===== src/design/pttu_pkg.sv =====
// ----------------------------------------------------------------------------
// Palette table package
// Shared codes, defaults and transaction types of the palette table block.
// ----------------------------------------------------------------------------
package pttu_pkg;

  localparam logic [1:0] ACT_BEGIN    = 2'd0;
  localparam logic [1:0] ACT_WRITE    = 2'd1;
  localparam logic [1:0] ACT_FETCH    = 2'd2;
  localparam logic [1:0] ACT_BOUNDARY = 2'd3;

  localparam logic [1:0] ST_NEVER    = 2'd0;
  localparam logic [1:0] ST_STALE    = 2'd1;
  localparam logic [1:0] ST_PROVIDED = 2'd2;
  localparam logic [1:0] ST_UPDATED  = 2'd3;

  localparam logic [1:0] MODE_IGNORE   = 2'd0;
  localparam logic [1:0] MODE_COPY_ALL = 2'd1;
  localparam logic [1:0] MODE_FLAGGED  = 2'd2;

  localparam int DEF_NUM_PALETTES = 8;
  localparam int DEF_NUM_ENTRIES  = 256;
  localparam int QUEUE_DEPTH      = 2;
  localparam int CMD_ADDR_BITS    = 16;

  typedef struct packed {
    logic [1:0] action;
    logic [7:0] pal_num;
    logic [7:0] version;
    logic [7:0] entry_index;
    logic [7:0] entry_y;
    logic [7:0] entry_cr;
    logic [7:0] entry_cb;
    logic [7:0] entry_alpha;
    logic       entry_flagged;
    logic       must_be_current;
  } item_t;

  typedef struct packed {
    logic       found;
    logic       was_updated;
    logic [7:0] out_y;
    logic [7:0] out_cr;
    logic [7:0] out_cb;
    logic [7:0] out_alpha;
  } result_t;

  typedef struct packed {
    logic                     is_fetch;
    logic                     found;
    logic                     was_updated;
    logic                     entry_ok;
    logic [CMD_ADDR_BITS-1:0] addr;
    logic [31:0]              colour;
  } cmd_t;

endpackage


===== src/design/pttu_queue.sv =====
// ----------------------------------------------------------------------------
// Palette table command queue
// Short first-in first-out queue between the front and the back.
// ----------------------------------------------------------------------------
module pttu_queue #(
  parameter int DEPTH = pttu_pkg::QUEUE_DEPTH
) (
  input  logic            clk,
  input  logic            rst,
  input  logic            push_valid,
  input  pttu_pkg::cmd_t  push_data,
  output logic            push_ready,
  output logic            pop_valid,
  output pttu_pkg::cmd_t  pop_data,
  input  logic            pop_ready
);

  localparam int PW = (DEPTH > 1) ? $clog2(DEPTH) : 1;
  localparam int CW = $clog2(DEPTH + 1);

  pttu_pkg::cmd_t slots [DEPTH];
  logic [PW-1:0] wr_ptr;
  logic [PW-1:0] rd_ptr;
  logic [CW-1:0] count;
  logic          do_push;
  logic          do_pop;

  assign push_ready = (count != CW'(DEPTH));
  assign pop_valid  = (count != '0);
  assign pop_data   = slots[rd_ptr];
  assign do_push    = push_valid && push_ready;
  assign do_pop     = pop_valid && pop_ready;

  always_ff @(posedge clk) begin
    if (rst) begin
      wr_ptr <= '0;
      rd_ptr <= '0;
      count  <= '0;
    end else begin
      if (do_push) begin
        wr_ptr <= (wr_ptr == PW'(DEPTH - 1)) ? '0 : wr_ptr + 1'b1;
      end
      if (do_pop) begin
        rd_ptr <= (rd_ptr == PW'(DEPTH - 1)) ? '0 : rd_ptr + 1'b1;
      end
      if (do_push && !do_pop) begin
        count <= count + 1'b1;
      end else if (do_pop && !do_push) begin
        count <= count - 1'b1;
      end
    end
  end

  always_ff @(posedge clk) begin
    if (do_push) begin
      slots[wr_ptr] <= push_data;
    end
  end

endmodule


===== config.mk =====
export PLATFORM = sky130hd
export DESIGN_NAME = pttu_queue
export DESIGN_NICKNAME = d
export VERILOG_FILES = /design/src/design/pttu_pkg.sv /design/src/design/pttu_queue.sv
export SDC_FILE = /design/constraint.sdc
export NUM_CORES = 1
export LEC_CHECK = 0
export ABC_AREA = 1
export BUFFER_PORTS_ARGS = -buffer_cell sky130_fd_sc_hd__buf_2
export CORE_UTILIZATION = 48
export CTS_CLUSTER_SIZE = 12
export DETAILED_ROUTE_END_ITERATION = 12
export PLACE_DENSITY = 0.77
export SYNTH_ARGS = -nofsm -noshare
export SYNTH_HDL_FRONTEND = slang
export SYNTH_SLANG_ARGS = --single-unit

===== constraint.sdc =====
create_clock -name clk -period 4.1 [get_ports clk]
set_input_delay 0.41 -clock clk [delete_from_list [all_inputs] [get_ports clk]]
set_output_delay 0.41 -clock clk [all_outputs]
set_load 0.02 [all_outputs]

# ---- After elaboration in Yosys (flattened, before gate mapping)
# Memory sizes are Yosys's and may differ from the RTL's. A register that Yosys moved wholly into a read port is not among the register bits.
# Index checks and enable logic that the tools add are counted.
dict set report totals {
  register_bits 4
  wordCells 25
  mem_bits_rw 104
  mem_count 1
  inputBits 56
}
# name depth word_bits read_ports rd_clocked_by_memory_dff wr line_no
set mem_list {}
lappend mem_list {slots 2 52 1 1 1 pttu_queue.sv:21} ;# pttu_pkg::cmd_t slots [DEPTH];
dict set report op_classes {
  reduce_logical 8
  n_mux 8
  eq_ne 1
  n_addsub 4
}
# cell n
set ops {}
lappend ops {{1-bit two-way mux} 6}
lappend ops {{1-bit logical AND} 4}
lappend ops {{2-bit two-way mux} 2}
lappend ops {{2-bit nonzero test} 2}
lappend ops {{1-bit adder, second input constant} 2}
lappend ops {{2-bit by 1-bit adder with 2-bit output, second input constant} 1}
lappend ops {{1-bit zero test} 2}
lappend ops {{2-bit inequality test, second input constant} 1}
lappend ops {{2-bit by 1-bit subtractor with 2-bit output, second input constant} 1}

# ---- Logic depth before layout (Yosys ltp)
dict set report logic_depth {
  ltp_word 6
  mapped_depth 11
  mapped_depth_nobuf 11
}

# ---- Least setup slack after synthesis
# OpenSTA, ideal clock, no wires.
dict set report synth_timing {
  kind {reg2reg}
  from {reg count[0]}
  to {mem slots[0][0] in the netlist's numbering, enable pin}
  required_ns 3.638
  setup_ns 0.462
  arrival_ns 2.881
  path_stages_with_launch 5
  setup_slack_ns 0.757
  n_path_buf 0
  path_cell_list {dfxtp_1 > inv_1 > nand2_1 > nand2_1 > nor2_1}
}
dict set report synth_between {
  elab_chain_len 4
}
# item line_no
set synth_rtl {}
lappend synth_rtl {{from (decl)} pttu_queue.sv:24} ;# logic [CW-1:0] count;
lappend synth_rtl {{from (signal assigned)} pttu_queue.sv:47} ;# count <= count + 1'b1;
lappend synth_rtl {{from (signal assigned)} pttu_queue.sv:49} ;# count <= count - 1'b1;
lappend synth_rtl {{2-bit inequality test} pttu_queue.sv:28} ;# assign push_ready = (count != CW'(DEPTH));
lappend synth_rtl {{via push_ready} pttu_queue.sv:12} ;# output logic push_ready,
lappend synth_rtl {{1-bit logical AND} pttu_queue.sv:31} ;# assign do_push = push_valid && push_ready;
lappend synth_rtl {{1-bit two-way mux} pttu_queue.sv:55} ;# if (do_push) begin
lappend synth_rtl {{1-bit two-way mux (not written as such)} pttu_queue.sv:56} ;# slots[wr_ptr] <= push_data;
lappend synth_rtl {{to (decl)} pttu_queue.sv:21}
# The timed path passes the listed nets, and every way through them passes these cells.

==> run_results.csv <==
group,metric,value,unit
setup_path,crit_fanout,52,
global_route,grt_pass1_wl,9610,um
cts,cts_max_level,3,
cells_and_area,regArea,3230,um2
cells_and_area,diodes,0,
power,power_density,594,nW/um2
synth,muxShareOfSynthArea,18.2,%
synth,netlist_area,4250,um2
sta,fin_crit_sh,57.0,%
power,power,2.99,mW
place,place_ws,1860,ps
cells_and_area,final_net_count,372,
floorplan,die-area,9230,um2
cells_and_area,fillCellCount,634,
cts,clk_path_buf_depth,2,
floorplan,die_h,96.1,um
synth,synth_xor_area_share,0,%
floorplan,chipWidth,96.1,um
setup_path,crit_required,3690,ps
synth,synth-simple-area-share,1.80,%
route,drcViolationCount,0,
sta,setup_viol,0,
outcome,status,"completed",
cts,numCtsBuffers,9,
route,vias,2088,
synth,synth-seq-cells,109,
route,drtIter0Drc,74,
sta,drv_slew,0,
min_path,min_path_type,"input pin to flop",
synth,avgSynthCellArea,21.3,um2
setup_path,endpoint_kind,"output pin",
synth,synthAdderAreaFrac,0.295,%
route,vias_per_cell,4.91,
cts,clkTransAtPathRegs,100,ps
global_route,grt_max_degree,53,
synth,synth.distinct_cells,14,
setup_path,worstPathArrival,1930,ps
setup_path,cp-start-kind,"flop",
flow_run,cap_violations,0,
sta,fin_tns_setup,0,ps
sta,fin_ws,1760,ps
setup_path,worstPathCellList,"mux2_2 -> buf_2",
floorplan,initial_core_util,50.7,%
sta,period_minus_slack,2340,ps
route,drt-total-wl,6750,um
sta,finalHoldViolations,0,
route,firstDrtPassIters,4,
sta,fin_skew,5.66,ps
power,leakage,2.01,nW
cells_and_area,drive_gt1_share,56.6,%
cts,clock_latency,360,ps
power,ir_drop,0.464,mV
place,gp_congestion,0.725,
route,drtAntennaViolNets,0,
route,post_drt_wl_per_cell,15.9,um
synth,yosys_warnings,0,
floorplan,core_region_area,8380,um2
cells_and_area,multi_input_area,897,um2
setup_path,slowest_stage,"dfxtp_4",
global_route,antenna_found_initial,0,
setup_path,critPathMaxStageDelay,980,ps
cts,cts_tree,"built",
synth,synth-compound-area-share,0.471,%
synth,synth_nets,256,
setup_path,worstSetupPathType,"flop to output pin",
synth,ys_seq_area_share,75.9,%
global_route,globalRoute.totalOverflow,0,
sta,worst_pin_slew,1000,ps
cts,postCtsResizedCells,0,
synth,synth_top_family_by_area,"multiplexers",
global_route,grt_usage,15.0,%
synth,synth_cells,199,
cts,cts_sinks,109,
floorplan,pin_count,110,
place,portBuffers,109,
cts,post_cts_buffers,0,
cells_and_area,area_delta_synth_final,18.7,%
sta,rsz0062_at_grt,"false",
cts,cts_hold_buf,0,
cts,cts-root-buf,"clkbuf_8",
sta,fmax,428,MHz
floorplan,num_rows,33,
sta,relSlewSlack,33.2,%
global_route,grt_pass1_vias,2054,
-- power breakdown --
part | internal (mW) | total, mW | leakage [nW] | switching [mW]
sequential | 1.41 | 1.53 | 1.01 | 0.117
combinational | 0.391 | 0.839 | 0.898 | 0.447
clock | 0.285 | 0.629 | 0.0976 | 0.345
-- area by class of cell --
type | instances | share of cell area (%)
tap | 105 | 2.61
timing repair buffer | 111 | 11.1
sequential | 109 | 64.0
clock buffer | 9 | 2.46
inverter | 8 | 0.596
clock inverter | 7 | 1.44
multi-input combinational | 76 | 17.8
-- cells in the mapped netlist (all sizes together) --
cell type,count,area [um2]
inv,8,30.0
ha,1,12.5
nand3,2,10.0
buf,6,111
nor2,7,26.3
mux2,52,773
edfxtp,104,3120
nand2,9,33.8
o21ai,2,10.0
a21oi,2,10.0
nand4,1,6.26
dfxtp,5,100
-- worst max-delay path: cells and delay by family, from the launching register on --
family	cells	cell delay (ps)
mux	1	420
flops	1	980
buf+inv	1	160
-- logic make-up (layout without fill, tap and decap cells) --
group | after synthesis | count (layout)
AO/OA/AOI/OAI | 4 | 4
multiplexers | 52 | 52
flip-flops | 109 | 109
AND/OR/NAND/NOR | 19 | 19
adder cells (fa/ha/maj) | 1 | 1
buffers and inverters | 14 | 135
-- stage by stage --
stage / area [um2] / instances / util, % / hold WS [ps]
final: 5040 / 425 / 60.2 / 226
after global routing: 5040 / 425 / 60.2 / 208
after CTS: 5040 / 425 / 60.2 / 212
after detailed placement: 4850 / 409 / 57.8 / 500
after global placement: 4850 / 409 / 57.8 / 479
after floorplan: 4250 / 199 / - / 465
-- final timing paths --
kind	startpoint	endpoint	slack, ps	cells after the start
worst max-delay path	flop	pop_data[32]	1760	2
worst min-delay path	push_data[41]	slots[1][41]$_DFFE_PP_	230	1
worst max register to register	count[0]$_SDFFE_PP0P_	slots[1][8]$_DFFE_PP_	1900	5
worst min register to register	rd_ptr$_SDFFE_PP0P_	flop	530	2
-- state kept, by name, indices dropped and copies added, names as in the netlist, named ones only --
register and cells:
slots 104, count 2, rd_ptr 1, wr_ptr 1
-- metal layers --
layer | track usage (%) | routed length [um] | vias to the layer above
li1 | - | - | 990
met3 | 4.34 | 531 | 8
met4 | 7.84 | 107 | 0
met1 | 17.8 | 2780 | 1008
met5 | 0 | 0 | -
met2 | 24.6 | 3330 | 82
-- cells in the final DEF (no fill, tap or decap), drive strengths merged, types with 3 or more instances in the layout --
cell / n
edfxtp: 104
mux2: 52
clkinv: 3
nand2: 9
inv: 10
buf: 111
clkbuf: 9
nor2: 7
dfxtp: 5
Power figures use the tool's default switching activity.
