==> config.mk <==
export PLATFORM = sky130hd
export DESIGN_NAME = pttu_front
export DESIGN_NICKNAME = d
export VERILOG_FILES = /design/src/design/pttu_pkg.sv /design/src/design/pttu_front.sv
export SDC_FILE = /design/constraint.sdc
export NUM_CORES = 1
export LEC_CHECK = 0
export ABC_AREA = 1
export BUFFER_PORTS_ARGS = -buffer_cell sky130_fd_sc_hd__buf_2
export CAP_MARGIN = 30
export CORE_MARGIN = 2
export CORE_UTILIZATION = 54
export DETAILED_ROUTE_END_ITERATION = 6
export PLACE_DENSITY = 0.81
export SETUP_SLACK_MARGIN = 0.5
export SLEW_MARGIN = 30
export SYNTH_ARGS = -nofsm -noshare
export SYNTH_HDL_FRONTEND = slang
export SYNTH_SLANG_ARGS = --single-unit
==> constraint.sdc <==
create_clock -name clk -period 2.4 [get_ports clk]
set_input_delay 0.12 -clock clk [delete_from_list [all_inputs] [get_ports clk]]
set_output_delay 0.12 -clock clk [all_outputs]
set_load 0.01 [all_outputs]
==> src/design/pttu_pkg.sv <==
// ----------------------------------------------------------------------------
// Palette table package
// Shared codes, defaults and transaction types of the palette table block.
// ----------------------------------------------------------------------------
package pttu_pkg;

  localparam logic [1:0] ACT_BEGIN    = 2'd0;
  localparam logic [1:0] ACT_WRITE    = 2'd1;
  localparam logic [1:0] ACT_FETCH    = 2'd2;
  localparam logic [1:0] ACT_BOUNDARY = 2'd3;

  localparam logic [1:0] ST_NEVER    = 2'd0;
  localparam logic [1:0] ST_STALE    = 2'd1;
  localparam logic [1:0] ST_PROVIDED = 2'd2;
  localparam logic [1:0] ST_UPDATED  = 2'd3;

  localparam logic [1:0] MODE_IGNORE   = 2'd0;
  localparam logic [1:0] MODE_COPY_ALL = 2'd1;
  localparam logic [1:0] MODE_FLAGGED  = 2'd2;

  localparam int DEF_NUM_PALETTES = 8;
  localparam int DEF_NUM_ENTRIES  = 256;
  localparam int QUEUE_DEPTH      = 2;
  localparam int CMD_ADDR_BITS    = 16;

  typedef struct packed {
    logic [1:0] action;
    logic [7:0] pal_num;
    logic [7:0] version;
    logic [7:0] entry_index;
    logic [7:0] entry_y;
    logic [7:0] entry_cr;
    logic [7:0] entry_cb;
    logic [7:0] entry_alpha;
    logic       entry_flagged;
    logic       must_be_current;
  } item_t;

  typedef struct packed {
    logic       found;
    logic       was_updated;
    logic [7:0] out_y;
    logic [7:0] out_cr;
    logic [7:0] out_cb;
    logic [7:0] out_alpha;
  } result_t;

  typedef struct packed {
    logic                     is_fetch;
    logic                     found;
    logic                     was_updated;
    logic                     entry_ok;
    logic [CMD_ADDR_BITS-1:0] addr;
    logic [31:0]              colour;
  } cmd_t;

endpackage

==> src/design/pttu_front.sv <==
// ----------------------------------------------------------------------------
// Palette table front
// Accepts items, keeps palette status, versions and write mode, and queues
// memory writes and fetches for the back.
// ----------------------------------------------------------------------------
module pttu_front #(
  parameter int NUM_PALETTES = pttu_pkg::DEF_NUM_PALETTES,
  parameter int NUM_ENTRIES  = pttu_pkg::DEF_NUM_ENTRIES
) (
  input  logic            clk,
  input  logic            rst,
  input  logic            item_valid,
  output logic            item_ready,
  input  pttu_pkg::item_t item,
  output logic            push_valid,
  output pttu_pkg::cmd_t  push_data,
  input  logic            queue_ready
);

  localparam int PW  = (NUM_PALETTES > 1) ? $clog2(NUM_PALETTES) : 1;
  localparam int CAB = pttu_pkg::CMD_ADDR_BITS;

  logic [1:0]    status [NUM_PALETTES];
  logic [7:0]    pal_version [NUM_PALETTES];
  logic [1:0]    write_mode;
  logic [7:0]    open_palette;

  logic          accept;
  logic          pid_ok;
  logic          idx_ok;
  logic          open_ok;
  logic [PW-1:0] pidx;
  logic [1:0]    cur_status;
  logic [7:0]    cur_version;
  logic          do_write;
  logic          found;
  logic [7:0]    addr_pal;

  assign item_ready = queue_ready;
  assign accept     = item_valid && queue_ready;
  assign pid_ok     = (9'(item.pal_num) < 9'(NUM_PALETTES));
  assign idx_ok     = (9'(item.entry_index) < 9'(NUM_ENTRIES));
  assign open_ok    = (9'(open_palette) < 9'(NUM_PALETTES));
  assign pidx       = item.pal_num[PW-1:0];
  assign cur_status  = pid_ok ? status[pidx] : pttu_pkg::ST_NEVER;
  assign cur_version = pal_version[pidx];

  assign do_write = (write_mode == pttu_pkg::MODE_COPY_ALL) ||
                    ((write_mode == pttu_pkg::MODE_FLAGGED) && item.entry_flagged);

  assign found = pid_ok && (cur_status != pttu_pkg::ST_NEVER) &&
                 !((cur_status == pttu_pkg::ST_STALE) && item.must_be_current);

  assign addr_pal = (item.action == pttu_pkg::ACT_FETCH) ? item.pal_num : open_palette;

  always_comb begin
    push_data.is_fetch    = (item.action == pttu_pkg::ACT_FETCH);
    push_data.found       = found;
    push_data.was_updated = found && (cur_status == pttu_pkg::ST_UPDATED);
    push_data.entry_ok    = found && idx_ok;
    push_data.addr        = CAB'(int'(addr_pal) * NUM_ENTRIES + int'(item.entry_index));
    push_data.colour      = {item.entry_y, item.entry_cr, item.entry_cb, item.entry_alpha};
  end

  assign push_valid = accept &&
                      (((item.action == pttu_pkg::ACT_WRITE) && do_write && open_ok && idx_ok) ||
                       (item.action == pttu_pkg::ACT_FETCH));

  always_ff @(posedge clk) begin
    if (rst) begin
      for (int i = 0; i < NUM_PALETTES; i++) begin
        status[i] <= pttu_pkg::ST_NEVER;
      end
      write_mode   <= pttu_pkg::MODE_IGNORE;
      open_palette <= '0;
    end else if (accept) begin
      case (item.action)
        pttu_pkg::ACT_BEGIN: begin
          open_palette <= item.pal_num;
          if (!pid_ok) begin
            write_mode <= pttu_pkg::MODE_IGNORE;
          end else if (cur_status == pttu_pkg::ST_NEVER) begin
            status[pidx] <= pttu_pkg::ST_PROVIDED;
            write_mode   <= pttu_pkg::MODE_COPY_ALL;
          end else if (cur_version != item.version) begin
            status[pidx] <= pttu_pkg::ST_UPDATED;
            write_mode   <= pttu_pkg::MODE_FLAGGED;
          end else begin
            status[pidx] <= pttu_pkg::ST_PROVIDED;
            write_mode   <= pttu_pkg::MODE_IGNORE;
          end
        end
        pttu_pkg::ACT_BOUNDARY: begin
          for (int i = 0; i < NUM_PALETTES; i++) begin
            if (status[i] == pttu_pkg::ST_PROVIDED || status[i] == pttu_pkg::ST_UPDATED) begin
              status[i] <= pttu_pkg::ST_STALE;
            end
          end
          write_mode <= pttu_pkg::MODE_IGNORE;
        end
        default: begin
        end
      endcase
    end
  end

  always_ff @(posedge clk) begin
    if (accept && (item.action == pttu_pkg::ACT_BEGIN) && pid_ok) begin
      pal_version[pidx] <= item.version;
    end
  end

endmodule

Word level (Yosys, flattened, before mapping) --
Memory sizes are Yosys's and may differ from the RTL's. Index checks and enable logic that the tools add are counted.
Word-level totals: bits in registers 10, bits in latches 0, memory bits (writable) 80, bits in read-only memories 0, memories 2
Operators by class: $add $sub $neg 1, multiply operators 0, div/mod/pow operators 0, magnitude comparators 2, equal/unequal tests 24, shifts and indexed selects 0, multiplexer cells 83, bitwise gates (word level) 10, reductions and logical operators 29
Memories:
- pal_version | words 8, width 8, read ports 1, clocked after Yosys merged registers in 0, wr ports 1, line pttu_front.sv:24 | logic [7:0] pal_version [NUM_PALETTES];
- status | words 8, width 2, read ports 9, clocked after Yosys merged registers in 0, wr ports 8, line pttu_front.sv:23 | logic [1:0] status [NUM_PALETTES];
Operator list (count):
- $mux 1 | 65
- $eq 2x2->1 const B | 20
- $mux 2 | 15
- $add 16x8->16 | 1
- $lt 8x4->1 const B | 2
- $logic_and 1x1->1 | 11
- $logic_or 1x1->1 | 10
- $or 1x1->1 | 10
- $mux 8 | 1
- $ne 8x8->1 | 1
- $eq 2x1->1 const B | 3
- $logic_not 2->1 | 2
- $pmux 2 s2 | 1
- $reduce_and 2->1 | 2
- $reduce_bool 2->1 | 2
- $mux 3 | 1
- $reduce_or 2->1 | 1
- $logic_not 1->1 | 1

Longest topological paths before layout --
depth in word-level cells 13, mapped depth 14, depth with buffers taken out 13

Worst setup path before layout --
OpenSTA, ideal clock, no wires.
path type input port to flip-flop, start point in item[56] (netlist bit), end point mem pal_version[6][0] (enable), library setup time 383 ps, data arrival time 1390 ps, data required time 2017 ps, path slack 627 ps, stages 6, buffers on the path 0, path through or2_1 > nor3_2 > inv_2 > nor2_2 > inv_2 > nor3_1
On the way: word-level cells in the longest chain between the ends 4
RTL lines:
- from (decl) | line pttu_front.sv:14 | input pttu_pkg::item_t item,
- $lt 8x4->1 | line pttu_front.sv:41 | assign pid_ok = (9'(item.pal_num) < 9'(NUM_PALETTES));
- $logic_and 1x1->1 | line pttu_front.sv:108 | if (accept && (item.action == pttu_pkg::ACT_BEGIN) && pid_ok) begin
- $mux 1 | line pttu_front.sv:108
- $mux 1 (implied by the code) | line pttu_front.sv:109 | pal_version[pidx] <= item.version;
- to (decl) | line pttu_front.sv:24
No other way between the ends.

==> impl.org <==
** Critical path
- Highest fanout seen on the critical path :: 8
- The worst register-to-register path has a depth of 11.
- Cell-by-cell trace of the critical path :: or2_1 > nand2_1 > nand2_1 > nor2_1 > nand2_1 > nand2_1 > nand2_1 > nor2_1 > nand2_2 > nand2_4 > o21ai_2
- Stage delay of the slowest cell on the critical path :: 0.37 ns
- End of the critical path :: status[5][0]
- Element type at the critical path end :: register
- Most frequent CP cell :: nand2_1
- Worst setup path start :: pal_version[3][2]
- The worst register-to-register path begins at pal_version[3][2].
- R2r setup slk :: 0.70 ns
- At the worst endpoint, the required time is 2.52 ns.
- Type of the setup path with the least slack :: register to register
- The largest individual stage delay along the critical path comes from the cell edfxtp_1.
- The endpoint identified for the worst register-to-register timing path is status[5][0].
- The worst setup path is launched from a register.
- Data arrives at the worst endpoint at 1.82 ns.

** Global routing
- Entering global routing, the biggest net connects 37 pins.
- Via count of the first global-routing pass :: 3476
- Overall overflow remaining after global route :: 0
- The first global-routing pass estimated 16.37 mm of wire.
- The number of antenna violations at the first check in global routing is 0.
- In the global route stage, overall resource usage came out at 21.41%.

** Layout
- Fin area :: 4999 um2
- After the flow finishes, the layout carries non-filler instances totaling 679.
- Signed area change from the synthesized netlist to the final layout :: 3.982%
- Layout cells sized above 1 :: 16.64%
- Cells fill 57.60% of the core in the end.
- Diode insertion count for antenna repair :: 0
- After the last flow step, the layout net total stands at 635.

** Power
- Sequential fraction of design power :: 57.4%
- Relative contribution of combinational cells to total power :: 8.6%
- In this run switching power makes up 23.98% of total power.
- Internal power comes to 2.241 mW.
- Across the VDD grid, the largest voltage drop is 0.2972 mV.
- Power density over the cells :: 589.8 nW/um2
- Summed over all nets, the switching power comes to 706.9 uW.
- Of the total power, the clock network draws 34.1%.
- Leakage dissipation :: 2.181 nW

** Yosys
- The synthesized netlist occupies a cell area of 4807 um2.
- After synthesis the netlist holds a flip-flop and latch count of 90.
- Of all flip-flops after synthesis, the portion carrying an async set or reset was 0%.
- Counting flops with a built-in enable in the synthesized netlist gives 72.
- Of all cell types, the one taking the most synthesized area is edfxtp_1.
- Among all flip-flop cells after synthesis, the most frequent one is edfxtp_1.
- The cell count after synthesis came out at 563.
- Post-synthesis sequential area ratio :: 52.47%
- In the post-synthesis netlist, the biggest area contributors are edfxtp_1 (45%), nand2_1 (10%), dfxtp_1 (7.5%), buf_4 (7.5%), inv_1 (7.0%).
- Yosys mapped the design onto 31 distinct sky130hd cell types.
- Share of the synthesized area in the top cell type :: 44.98%
- Synthesized Nets :: 631
- Synth warnings :: 0
- Most frequently used cell type in the post-synthesis netlist :: nand2_1
- Counting instances in the post-synthesis netlist gives the leading cell types as nand2_1 (133), inv_1 (90), edfxtp_1 (72).
- Each instance of the synthesized netlist takes up on average 8.538 um2.

** Timing
- Final Hold Vio Count :: 0
- Setup repair after global routing left no endpoint under its margin.
- Final sum of negative setup slack :: 0 ns
- Largest clock skew in the final design :: 0.009576 ns
- Based on the critical path, the design can be clocked at up to 588.2 MHz.
- Pins over their slew limit :: 0
- At the pin with the least slew margin, the transition time is 0.5436 ns.
- Worst slew slack as a fraction of its limit :: 63.76%
- Of the available clock period, the critical path in the final layout requires 70.84%.
- After layout, the minimum clock period comes to 1.700 ns.
- Setup violations remaining at the end of the flow were counted as 0.
- Across all setup checks in the final design, the least slack found is 0.6998 ns.

** Placement
- Prior to clock tree synthesis, the placed netlist has a worst setup slack of 0.4635 ns.
- Placed Instance Area :: 4815 um2
- Inst Count DP :: 664
- In this run the tool buffered the top-level ports with 37 buffer cells.
- Final HPWL from detailed placement :: 6.964 mm
- The congestion estimate from routability-driven global placement came to 0.8534.

** Clocking
- CTS tree :: built
- After clock tree synthesis, the flow added hold-fix buffers numbering 0.
- The number of gates resized after CTS was 0.
- Buffer depth of the longest clock path :: 2
- Post-CTS Setup Inserts :: 0
- Clock tree synthesis selected as its root buffer the cell clkbuf_8.
- Maximum level of the CTS H-tree :: 3
- In this run, CTS created clock tree buffers numbering 9.
- Clock-pin slew on the worst setup and hold paths :: 0.09 ns
- Insertion delay to the later sink of the worst-skew pair :: 0.36 ns
- For this design, the sink count on the clock tree is 90.

** Worst hold path
- The worst hold path belongs to the class input port to register.

** Floorplanning
- Effective utilization at floorplan :: 55.39%
- Core Footprint :: 8678 um2
- 118 I/O pins were placed.
- The floorplan step set the die width to 98.35 um.
- Die footprint :: 9673 um2
- Number of standard-cell rows in the floorplan :: 34
- Die extent in y :: 98.35 um

** Status
- The flow ran to the end, and the final reports show no timing, DRC or antenna violations.

** Routing
- In the final routed layout, each cell accounts on average for 14.80 um.
- Number of search-and-repair iterations in the first detailed-routing pass :: 5
- For this run, design rule violations remaining after detail routing come to 0.
- The first routing iteration left 250 violations.
- Summing over every cut layer, the via total after detailed routing is 3598.
- Using the TritonRoute via totals, the vias-per-cell ratio works out to 5.299.
- Summed over all layers, the routed wires come to 10.05 mm.
- Count of nets left with antenna violations after detail routing :: 0

** Job
- The tool flagged a number of max-cap violations equal to 0.
## per-layer routing
layer / wire [um] / up-vias / part of all wire (%) / GRT usage [%]
li1: - / 1746 / - / -
met1: 4104 / 1661 / 41 / 26.19
met2: 4965 / 155 / 49 / 35.85
met3: 701 / 36 / 7.0 / 4.796
met4: 279 / 0 / 2.8 / 10.54
met5: 0 / - / 0 / 0
## worst min path at each step
stage | start | end | slack, ns | cells after the start
CTS | item[44] | pal_version[3][2] | 0.05 | 1
finish | item[48] | pal_version[7][6] | 0.05 | 1
floorplan | item[42] | pal_version[0][0] | 0.22 | 0
detailed placement | item[35] | push_data[33] | 0.24 | 0
global route | item[43] | pal_version[2][1] | 0.06 | 1
global placement | item[35] | push_data[33] | 0.24 | 0
## power groups by stage
stage | Combinational [mW] | Sequential (mW) | Clock, mW
after detailed placement | 0.251 | 1.73 | 0
after global routing | 0.287 | 1.69 | 1.07
after CTS | 0.252 | 1.69 | 1.01
after global placement | 0.243 | 1.73 | 0
after floorplan | 0.240 | 1.73 | 0
final | 0.252 | 1.69 | 1.00
## logic make-up after synthesis
kind of cell / Yosys count / share of synthesized area [%]
simple gates: 252 / 22.83
buf+inv: 157 / 16.48
flops: 90 / 52.47
compound gates: 59 / 6.976
fa+ha+maj: 4 / 1.041
mux: 1 / 0.2082
## sequential cells by signal, indices dropped and copies added (netlist names)
register,cells
open_palette,8
pal_version,64
status,16
write_mode,2
## critical path: cells and delay by family (launching register included)
family,cells,cell delay [ns]
AO/OA/AOI/OAI,1,0.07
flip-flops,1,0.37
AND/OR/NAND/NOR,10,1.02
## cell type report
type	instances	area [um2]
multi-input combinational	316	1493
fill	782	3680
clock inverter	5	56.30
tap	108	135.1
clock buffer	10	127.6
timing repair buffer	51	290.3
sequential	90	2522
inverter	99	374.1
## per-stage QoR
| step | hold WS, ns | power, mW |
|---|---|---|
| finish | 0.05292 | 2.948 |
| detailed placement | 0.2401 | 1.979 |
| CTS | 0.05490 | 2.958 |
| global placement | 0.2401 | 1.970 |
| global route | 0.06330 | 3.054 |
| floorplan | 0.2189 | 1.967 |
## layout by cell type (no fill, tap or decap), drive strengths merged, types with 3 or more instances in the layout
master,n
nand2,136
nor3,17
ha,4
nor2,54
edfxtp,72
clkinv,3
o211ai,3
a21oi,11
buf,51
dfxtp,18
o21ai,44
inv,99
nand3,37
or2,4
clkbuf,10
(Power assumes the default switching activity.)
